===== config.mk =====
export PLATFORM = sky130hd
export DESIGN_NAME = button_debounce_click_classifier_top
export DESIGN_NICKNAME = d
export VERILOG_FILES = /design/src/rtl/bdcc_pkg.sv /design/src/rtl/button_debounce_click_classifier_top.sv /design/src/rtl/bdcc_in_stage.sv /design/src/rtl/bdcc_core.sv /design/src/rtl/bdcc_out_reg.sv
export VERILOG_INCLUDE_DIRS = /design/src /design/src/rtl
export SDC_FILE = /design/constraint.sdc
export NUM_CORES = 1
export LEC_CHECK = 0
export ABC_AREA = 0
export ABC_CLOCK_PERIOD_IN_PS = 15300
export BUFFER_PORTS_ARGS = -buffer_cell sky130_fd_sc_hd__buf_4
export CORE_UTILIZATION = 61
export CTS_CLUSTER_DIAMETER = 200
export DETAILED_ROUTE_END_ITERATION = 16
export PLACE_DENSITY = 0.78
export RECOVER_POWER = 25
export SYNTH_ARGS = -nofsm -noshare
export SYNTH_HDL_FRONTEND = slang
export SYNTH_SLANG_ARGS = --single-unit

===== constraint.sdc =====
create_clock -name clk -period 15.3 [get_ports clk]
set_input_delay 0.765 -clock clk [delete_from_list [all_inputs] [get_ports clk]]
set_output_delay 0.765 -clock clk [all_outputs]
set_load 0.05 [all_outputs]

===== src/rtl/button_debounce_click_classifier_top_defines.svh =====
// Assertion macros shared by the button debounce click classifier RTL.
`ifndef BUTTON_DEBOUNCE_CLICK_CLASSIFIER_TOP_DEFINES_SVH
`define BUTTON_DEBOUNCE_CLICK_CLASSIFIER_TOP_DEFINES_SVH

// Same-cycle implication, disabled while reset is active.
`define BDCC_ASSERT_IMPLY(label, clk, rst_n, ante, cons) \
	label: assert property (@(posedge clk) disable iff (!(rst_n)) (ante) |-> (cons)) \
		else $error("bdcc assertion failed");

// Next-cycle implication, disabled while reset is active.
`define BDCC_ASSERT_NEXT(label, clk, rst_n, ante, cons) \
	label: assert property (@(posedge clk) disable iff (!(rst_n)) (ante) |=> (cons)) \
		else $error("bdcc assertion failed");

`endif


===== src/rtl/bdcc_pkg.sv =====
// Shared types and constants of the button debounce click classifier.
package bdcc_pkg;

	// Configuration register indexes and widths.
	localparam int CFG_INDEX_W = 8;
	localparam int CFG_DATA_W  = 16;
	localparam logic [CFG_INDEX_W-1:0] REG_SETTLE_MS = 8'd0;
	localparam logic [CFG_INDEX_W-1:0] REG_LONG_MS   = 8'd1;

	// Register reset values.
	localparam logic [CFG_DATA_W-1:0] SETTLE_MS_RESET = 16'd50;
	localparam logic [CFG_DATA_W-1:0] LONG_MS_RESET   = 16'd1000;

	// Click event codes.
	localparam logic [1:0] EVT_NONE  = 2'd0;
	localparam logic [1:0] EVT_SHORT = 2'd1;
	localparam logic [1:0] EVT_LONG  = 2'd2;

	// Stream data widths, padded to whole bytes.
	localparam int IN_DATA_W  = 40;
	localparam int OUT_DATA_W = 8;

	// One button poll.
	typedef struct packed {
		logic [31:0] now_ms;
		logic        raw_level;
	} item_t;

	// One classification result.
	typedef struct packed {
		logic       is_pressed;
		logic [1:0] click_event;
	} result_t;

	// One configuration write request.
	typedef struct packed {
		logic                   valid;
		logic [CFG_INDEX_W-1:0] index;
		logic [CFG_DATA_W-1:0]  data;
	} cfg_wr_t;

	// Button tracking state.
	typedef struct packed {
		logic        prev_raw;
		logic [31:0] change_time;
		logic        debounced_level;
		logic [31:0] press_time;
		logic        press_open;
		logic        long_done;
	} btn_state_t;

endpackage


===== src/rtl/button_debounce_click_classifier_top.sv =====
// Top level of the button debounce click classifier.
// Accepts one button poll per clock cycle while the result stream does not stall and
// returns exactly one result per poll, taken through the input register and then the
// result register. The debounce compare, hold-time compare and state update are the
// logic between these two registers, so unstalled polls run at full rate. Each result
// carries the click event (none, short click on release, long press reached once per
// press) and the debounced pressed level. After reset the button is taken as released,
// the settle time is 50 ms and the long-press time is 1000 ms; configuration writes are
// taken at any time and should be made while no poll is in flight.
module button_debounce_click_classifier_top (
	input  logic                                clk,
	input  logic                                arst_n,
	// Configuration write channel.
	input  logic                                cfg_valid,
	output logic                                cfg_ready,
	input  logic [bdcc_pkg::CFG_INDEX_W-1:0]    cfg_index,
	input  logic [bdcc_pkg::CFG_DATA_W-1:0]     cfg_data,
	// Poll stream.
	input  logic                                s_axis_tvalid,
	output logic                                s_axis_tready,
	input  logic [bdcc_pkg::IN_DATA_W-1:0]      s_axis_tdata,  // [0] raw_level, [32:1] now_ms
	// Result stream.
	output logic                                m_axis_tvalid,
	input  logic                                m_axis_tready,
	output logic [bdcc_pkg::OUT_DATA_W-1:0]     m_axis_tdata   // [1:0] click_event, [2] is_pressed
);

	bdcc_pkg::item_t   in_item;
	bdcc_pkg::item_t   item_s1;
	bdcc_pkg::result_t core_res;
	bdcc_pkg::result_t out_res;
	bdcc_pkg::cfg_wr_t cfg;
	logic              valid_s1;
	logic              advance;
	logic              step;

	// Configuration writes are always taken.
	assign cfg_ready = 1'b1;
	assign cfg.valid = cfg_valid;
	assign cfg.index = cfg_index;
	assign cfg.data  = cfg_data;

	// Unpack the incoming poll.
	assign in_item.raw_level = s_axis_tdata[0];
	assign in_item.now_ms    = s_axis_tdata[32:1];

	// The core works on the staged poll when the result register can take its result.
	assign step = valid_s1 && advance;

	bdcc_in_stage u_in_stage (
		.clk      (clk),
		.arst_n   (arst_n),
		.in_valid (s_axis_tvalid),
		.in_ready (s_axis_tready),
		.in_item  (in_item),
		.advance  (advance),
		.valid_s1 (valid_s1),
		.item_s1  (item_s1)
	);

	bdcc_core u_core (
		.clk    (clk),
		.arst_n (arst_n),
		.cfg    (cfg),
		.step   (step),
		.item   (item_s1),
		.res    (core_res)
	);

	bdcc_out_reg u_out_reg (
		.clk        (clk),
		.arst_n     (arst_n),
		.load_valid (valid_s1),
		.load_res   (core_res),
		.advance    (advance),
		.out_valid  (m_axis_tvalid),
		.out_ready  (m_axis_tready),
		.out_res    (out_res)
	);

	// Pack the result, padded with zeros to a whole byte.
	assign m_axis_tdata = {5'd0, out_res.is_pressed, out_res.click_event};

endmodule


===== src/rtl/bdcc_in_stage.sv =====
// Input register stage: captures one poll request and holds it until the core takes it.
module bdcc_in_stage (
	input  logic           clk,
	input  logic           arst_n,
	input  logic           in_valid,
	output logic           in_ready,
	input  bdcc_pkg::item_t in_item,
	input  logic           advance,
	output logic           valid_s1,
	output bdcc_pkg::item_t item_s1
);

	// The stage takes a new request when empty or when its item moves on.
	assign in_ready = !valid_s1 || advance;

	// Valid flag of the stage.
	always_ff @(posedge clk or negedge arst_n) begin
		if (!arst_n) begin
			valid_s1 <= 1'b0;
		end else if (in_ready) begin
			valid_s1 <= in_valid;
		end
	end

	// Payload capture.
	always_ff @(posedge clk) begin
		if (in_ready && in_valid) begin
			item_s1 <= in_item;
		end
	end

endmodule


===== src/rtl/bdcc_core.sv =====
// Debounce and click classification logic with its state and configuration registers.
`include "button_debounce_click_classifier_top_defines.svh"

module bdcc_core (
	input  logic               clk,
	input  logic               arst_n,
	input  bdcc_pkg::cfg_wr_t  cfg,
	input  logic               step,
	input  bdcc_pkg::item_t    item,
	output bdcc_pkg::result_t  res
);

	logic [15:0]          settle_ms_q;
	logic [15:0]          long_ms_q;
	bdcc_pkg::btn_state_t state_q;
	bdcc_pkg::btn_state_t state_nx;

	logic        raw_chg;
	logic [31:0] stable_ms;
	logic        accept;
	logic        press_acc;
	logic        rel_acc;
	logic [31:0] held_ms;
	logic [31:0] held_eff;
	logic        short_hit;
	logic        long_hit;
	logic        done_cur;

	// Configuration registers.
	always_ff @(posedge clk or negedge arst_n) begin
		if (!arst_n) begin
			settle_ms_q <= bdcc_pkg::SETTLE_MS_RESET;
			long_ms_q   <= bdcc_pkg::LONG_MS_RESET;
		end else if (cfg.valid) begin
			unique case (cfg.index)
				bdcc_pkg::REG_SETTLE_MS: settle_ms_q <= cfg.data;
				bdcc_pkg::REG_LONG_MS:   long_ms_q   <= cfg.data;
				default: ;
			endcase
		end
	end

	// Debounce: a raw change restarts the stability time, so it never settles on that poll.
	always_comb begin
		raw_chg   = item.raw_level != state_q.prev_raw;
		stable_ms = item.now_ms - state_q.change_time;
		accept    = !raw_chg && (stable_ms > {16'd0, settle_ms_q})
			&& (item.raw_level != state_q.debounced_level);
		press_acc = accept && !item.raw_level;
		rel_acc   = accept && item.raw_level;
	end

	// Hold timing and click classification.
	always_comb begin
		held_ms   = item.now_ms - state_q.press_time;
		short_hit = rel_acc && state_q.press_open && !state_q.long_done
			&& (held_ms < {16'd0, long_ms_q});

		state_nx.prev_raw        = item.raw_level;
		state_nx.change_time     = raw_chg ? item.now_ms : state_q.change_time;
		state_nx.debounced_level = accept ? item.raw_level : state_q.debounced_level;
		state_nx.press_time      = press_acc ? item.now_ms : state_q.press_time;
		state_nx.press_open      = press_acc || (state_q.press_open && !rel_acc);

		// A press accepted on this poll has zero hold time and a fresh long flag.
		done_cur = press_acc ? 1'b0 : state_q.long_done;
		held_eff = press_acc ? 32'd0 : held_ms;
		long_hit = state_nx.press_open && !done_cur && (held_eff >= {16'd0, long_ms_q});

		state_nx.long_done = done_cur || long_hit;

		if (long_hit) begin
			res.click_event = bdcc_pkg::EVT_LONG;
		end else if (short_hit) begin
			res.click_event = bdcc_pkg::EVT_SHORT;
		end else begin
			res.click_event = bdcc_pkg::EVT_NONE;
		end
		res.is_pressed = !state_nx.debounced_level;
	end

	// Button state, updated once per request.
	always_ff @(posedge clk or negedge arst_n) begin
		if (!arst_n) begin
			state_q.prev_raw        <= 1'b1;
			state_q.change_time     <= 32'd0;
			state_q.debounced_level <= 1'b1;
			state_q.press_time      <= 32'd0;
			state_q.press_open      <= 1'b0;
			state_q.long_done       <= 1'b0;
		end else if (step) begin
			state_q <= state_nx;
		end
	end

	// An open press always has a pressed debounced level.
	`BDCC_ASSERT_IMPLY(a_open_pressed, clk, arst_n, state_q.press_open, !state_q.debounced_level)
	// A long click is reported while the button is held, a short one after release.
	`BDCC_ASSERT_IMPLY(a_long_held, clk, arst_n, step && (res.click_event == bdcc_pkg::EVT_LONG), res.is_pressed)
	`BDCC_ASSERT_IMPLY(a_short_rel, clk, arst_n, step && (res.click_event == bdcc_pkg::EVT_SHORT), !res.is_pressed)
	// The state moves only when a request is processed.
	`BDCC_ASSERT_NEXT(a_state_hold, clk, arst_n, !step, $stable(state_q))

endmodule


===== src/rtl/bdcc_out_reg.sv =====
// Result register on the output stream.
module bdcc_out_reg (
	input  logic               clk,
	input  logic               arst_n,
	input  logic               load_valid,
	input  bdcc_pkg::result_t  load_res,
	output logic               advance,
	output logic               out_valid,
	input  logic               out_ready,
	output bdcc_pkg::result_t  out_res
);

	// The register can take a new result when empty or being drained.
	assign advance = !out_valid || out_ready;

	// Valid flag.
	always_ff @(posedge clk or negedge arst_n) begin
		if (!arst_n) begin
			out_valid <= 1'b0;
		end else if (advance) begin
			out_valid <= load_valid;
		end
	end

	// Result payload.
	always_ff @(posedge clk) begin
		if (advance && load_valid) begin
			out_res <= load_res;
		end
	end

endmodule

==> impl_metrics.tcl <==
set metrics [dict create \
    htree_num_levels 4 \
    cp_max_fo 18 \
    critPathArrivalTime_ns 8.26 \
    dr.first_iter.drc_count 577 \
    n_fill_cell 1317 \
    clk_pin_slew_ns 0.06 \
    initial_utilization_pct 62.6 \
    min_path_type "reg -> reg" \
    yosys.cell_types.count 75 \
    cts_root_buf "clkbuf_16" \
    cts.sinks 138 \
    violations "capacitance limit, slew limit" \
    antenna_found_initial 0 \
    cts_setup_buffers 0 \
    seq_area_mm2 0.00365 \
    period_needed_ns 7.95 \
    layout_commonest_cell "ha_1" \
    dieArea_mm2 0.0176 \
    drc 0 \
    ctsLongestPathBuffers 2 \
    gp_congestion 0.903 \
    synthArstFlopShare_pct 73.9 \
    vias 8336 \
    grt_pass1_vias 8021 \
    setup.worst_path.start_class "flip-flop" \
    setup_viol 0 \
    ant_nets 0 \
    vias_per_cell 6.08 \
    post_drt_wl_per_cell_um 18.0 \
    insertion_delay_ns 0.43 \
    fin_setup_tns_ns 0 \
    drive_above_1_share_pct 17.7 \
    clock_skew_ns 0.0143 \
    area_growth_pct 11.1 \
    crit_required_ns 15.61 \
    synth_edf_count 36 \
    syn_area_mm2 0.0104 \
    cpPeakStageDelay_ns 0.54 \
    cts_tree "done" \
    io_pins 80 \
    post_dp_cell_area_mm2 0.0110 \
    io_buffers 66 \
    grt_overflow_total 0 \
    cellPowerDensity_mw_per_mm2 189 \
    status "finished with violations" \
    grt_max_degree 78 \
    mostFrequentLayoutCells "ha_1, inv_1, nand2_1" \
    rsz0062_at_grt "false" \
    p_leak_nw 5.26 \
    synth_cells 1090 \
    post_synth.cell_area_avg_um2 9.55 \
    nets 1318 \
    hold_viol 0 \
    tightest_slew_ns 4.09 \
    ir_worst_vdd_uv 103 \
    finalNonFillerCells 1371 \
    die_y_um 133 \
    max-slew-margin-rel_pct -173 \
    fin_crit_sh_pct 52.0 \
    cts_hold_buf 0 \
    rows 47 \
    dieWidth_um 133 \
    place_hpwl_um 18300 \
    criticalPathCategory "reg -> reg" \
    drt-total-wl_um 24700 \
    cpMaxStageDelayCell "or4_1" \
    final_area_mm2 0.0116 \
    ys_warn_count 0 \
    fmax_mhz 126 \
    regToRegStartpoint "u_in_stage.item_s1[1]" \
    max_cap_violations 2 \
    ctsResizeCount 0 \
    diodes 0 \
    ys_seq_elements 138 \
    synth_ff_type "dfrtp_1" \
    grt.total_usage_pct 29.3 \
    numCtsBuffers 17 \
    firstDrtPassIters 5 \
    slew_viol_final 105 \
    endpoint_kind "flip-flop" \
    multiInputGateArea_mm2 0.00611 \
    synth_seq_area_share_pct 35.0 \
    r2r_slack_ns 7.35 \
    core_mm2 0.0166 \
    min-delay-start "u_core.state_q[1]" \
    place_inst 1339 \
    crit_path_start "u_in_stage.item_s1[1]" \
    grt_pass1_wl_um 40200 \
]
critical path, delay by kind of cell (launching register included):
| kind | cells | cell delay (ns) |
|---|---|---|
| compound gates | 16 | 3.16 |
| simple gates | 10 | 2.59 |
| fa+ha+maj | 4 | 1.23 |
| flops | 1 | 0.37 |
| buf+inv | 2 | 0.35 |
| xor+xnor | 1 | 0.14 |
cells in the mapped netlist, drive strengths merged, types with 5 or more instances:
library cell  number  area share, %
a211oi            10           0.72
a21o              27            1.9
a21oi             73            3.5
a31oi             10           0.60
and3               7           0.43
and4               5           0.42
buf               18            1.7
clkbuf            28            1.0
dfrtp             91             22
dfstp             11            2.8
edfxtp            36             10
ha               109             13
inv              103            3.7
mux2              78            9.5
nand2             99            3.6
nand2b            15           0.90
nand3             17           0.82
nand3b             6           0.43
nand4             25            1.5
nor2              42            1.5
nor2b             22            1.3
nor3              11           0.64
nor4               5           0.36
o2111ai            7           0.59
o211ai            20            1.5
o21a              17            1.2
o21ai             65            3.2
o21bai             7           0.50
o31ai              6           0.43
or3               13           0.79
xnor2             26            2.2
xor2              22            1.9
cell families after synthesis:
logic type	after synthesis	synth area share [%]
AOI/OAI and AO/OA	279	17.4
xor gates and xnor gates	48	4.04
adders and majority gates	111	13.5
buffers and inverters	149	6.40
DFF	138	35.0
muxes	80	9.71
other	2	0.0721
and+or+nand+nor	283	13.9
power by group:
part / internal (mW) / switching, mW
logic: 0.544 / 0.687
clock network: 0.267 / 0.167
registers: 0.469 / 0.0542
total: 1.28 / 0.909
through the flow:
step                      utilization [%]  setup WS [ns]  hold slack (ns)  power [mW]
after CTS                            69.6           7.38            0.262        2.19
final                                69.5           7.35            0.499        2.19
after floorplan                         -           8.41            0.454        1.48
after global routing                 69.5           7.02            0.516        2.37
after detailed placement             65.8           7.47            0.483        1.73
after global placement               65.8           7.58            0.471        1.70
final timing paths:
kind	to	depth (start not counted)
worst min register to register	u_core.state_q[1]	2
worst max-delay path	u_core.state_q[0]	33
worst min-delay path	u_core.state_q[1]	2
worst max register to register	u_core.state_q[0]	33
min in group asynchronous	u_core.state_q[2]	1
max in group asynchronous	u_core.state_q[19]	2
per-layer routing:
| metal | GRT usage [%] | part of all wire, % | vias to the layer above |
|---|---|---|---|
| li1 | - | - | 4016 |
| met1 | 39.2 | 46 | 3989 |
| met2 | 47.3 | 46 | 278 |
| met3 | 5.94 | 6.0 | 53 |
| met4 | 10.0 | 2.5 | 0 |
| met5 | 0 | 0 | - |
state kept, by name, summed over array words and instances, names as in the netlist:
register / count
u_core.settle_ms_q: 16
u_in_stage.item_s1: 33
u_core.state_q: 68
u_in_stage.valid_s1: 1
u_out_reg.out_res: 3
u_out_reg.out_valid: 1
u_core.long_ms_q: 16
layout make-up:
cell class	instances	share of cell area, %
clock buffer	20	3.95
clock inverter	12	1.40
sequential	138	31.5
tap	220	2.38
timing repair buffer	71	4.51
multi-input combinational	807	52.9
inverter	103	3.34
No activity file was read; power rests on OpenSTA's default activity.
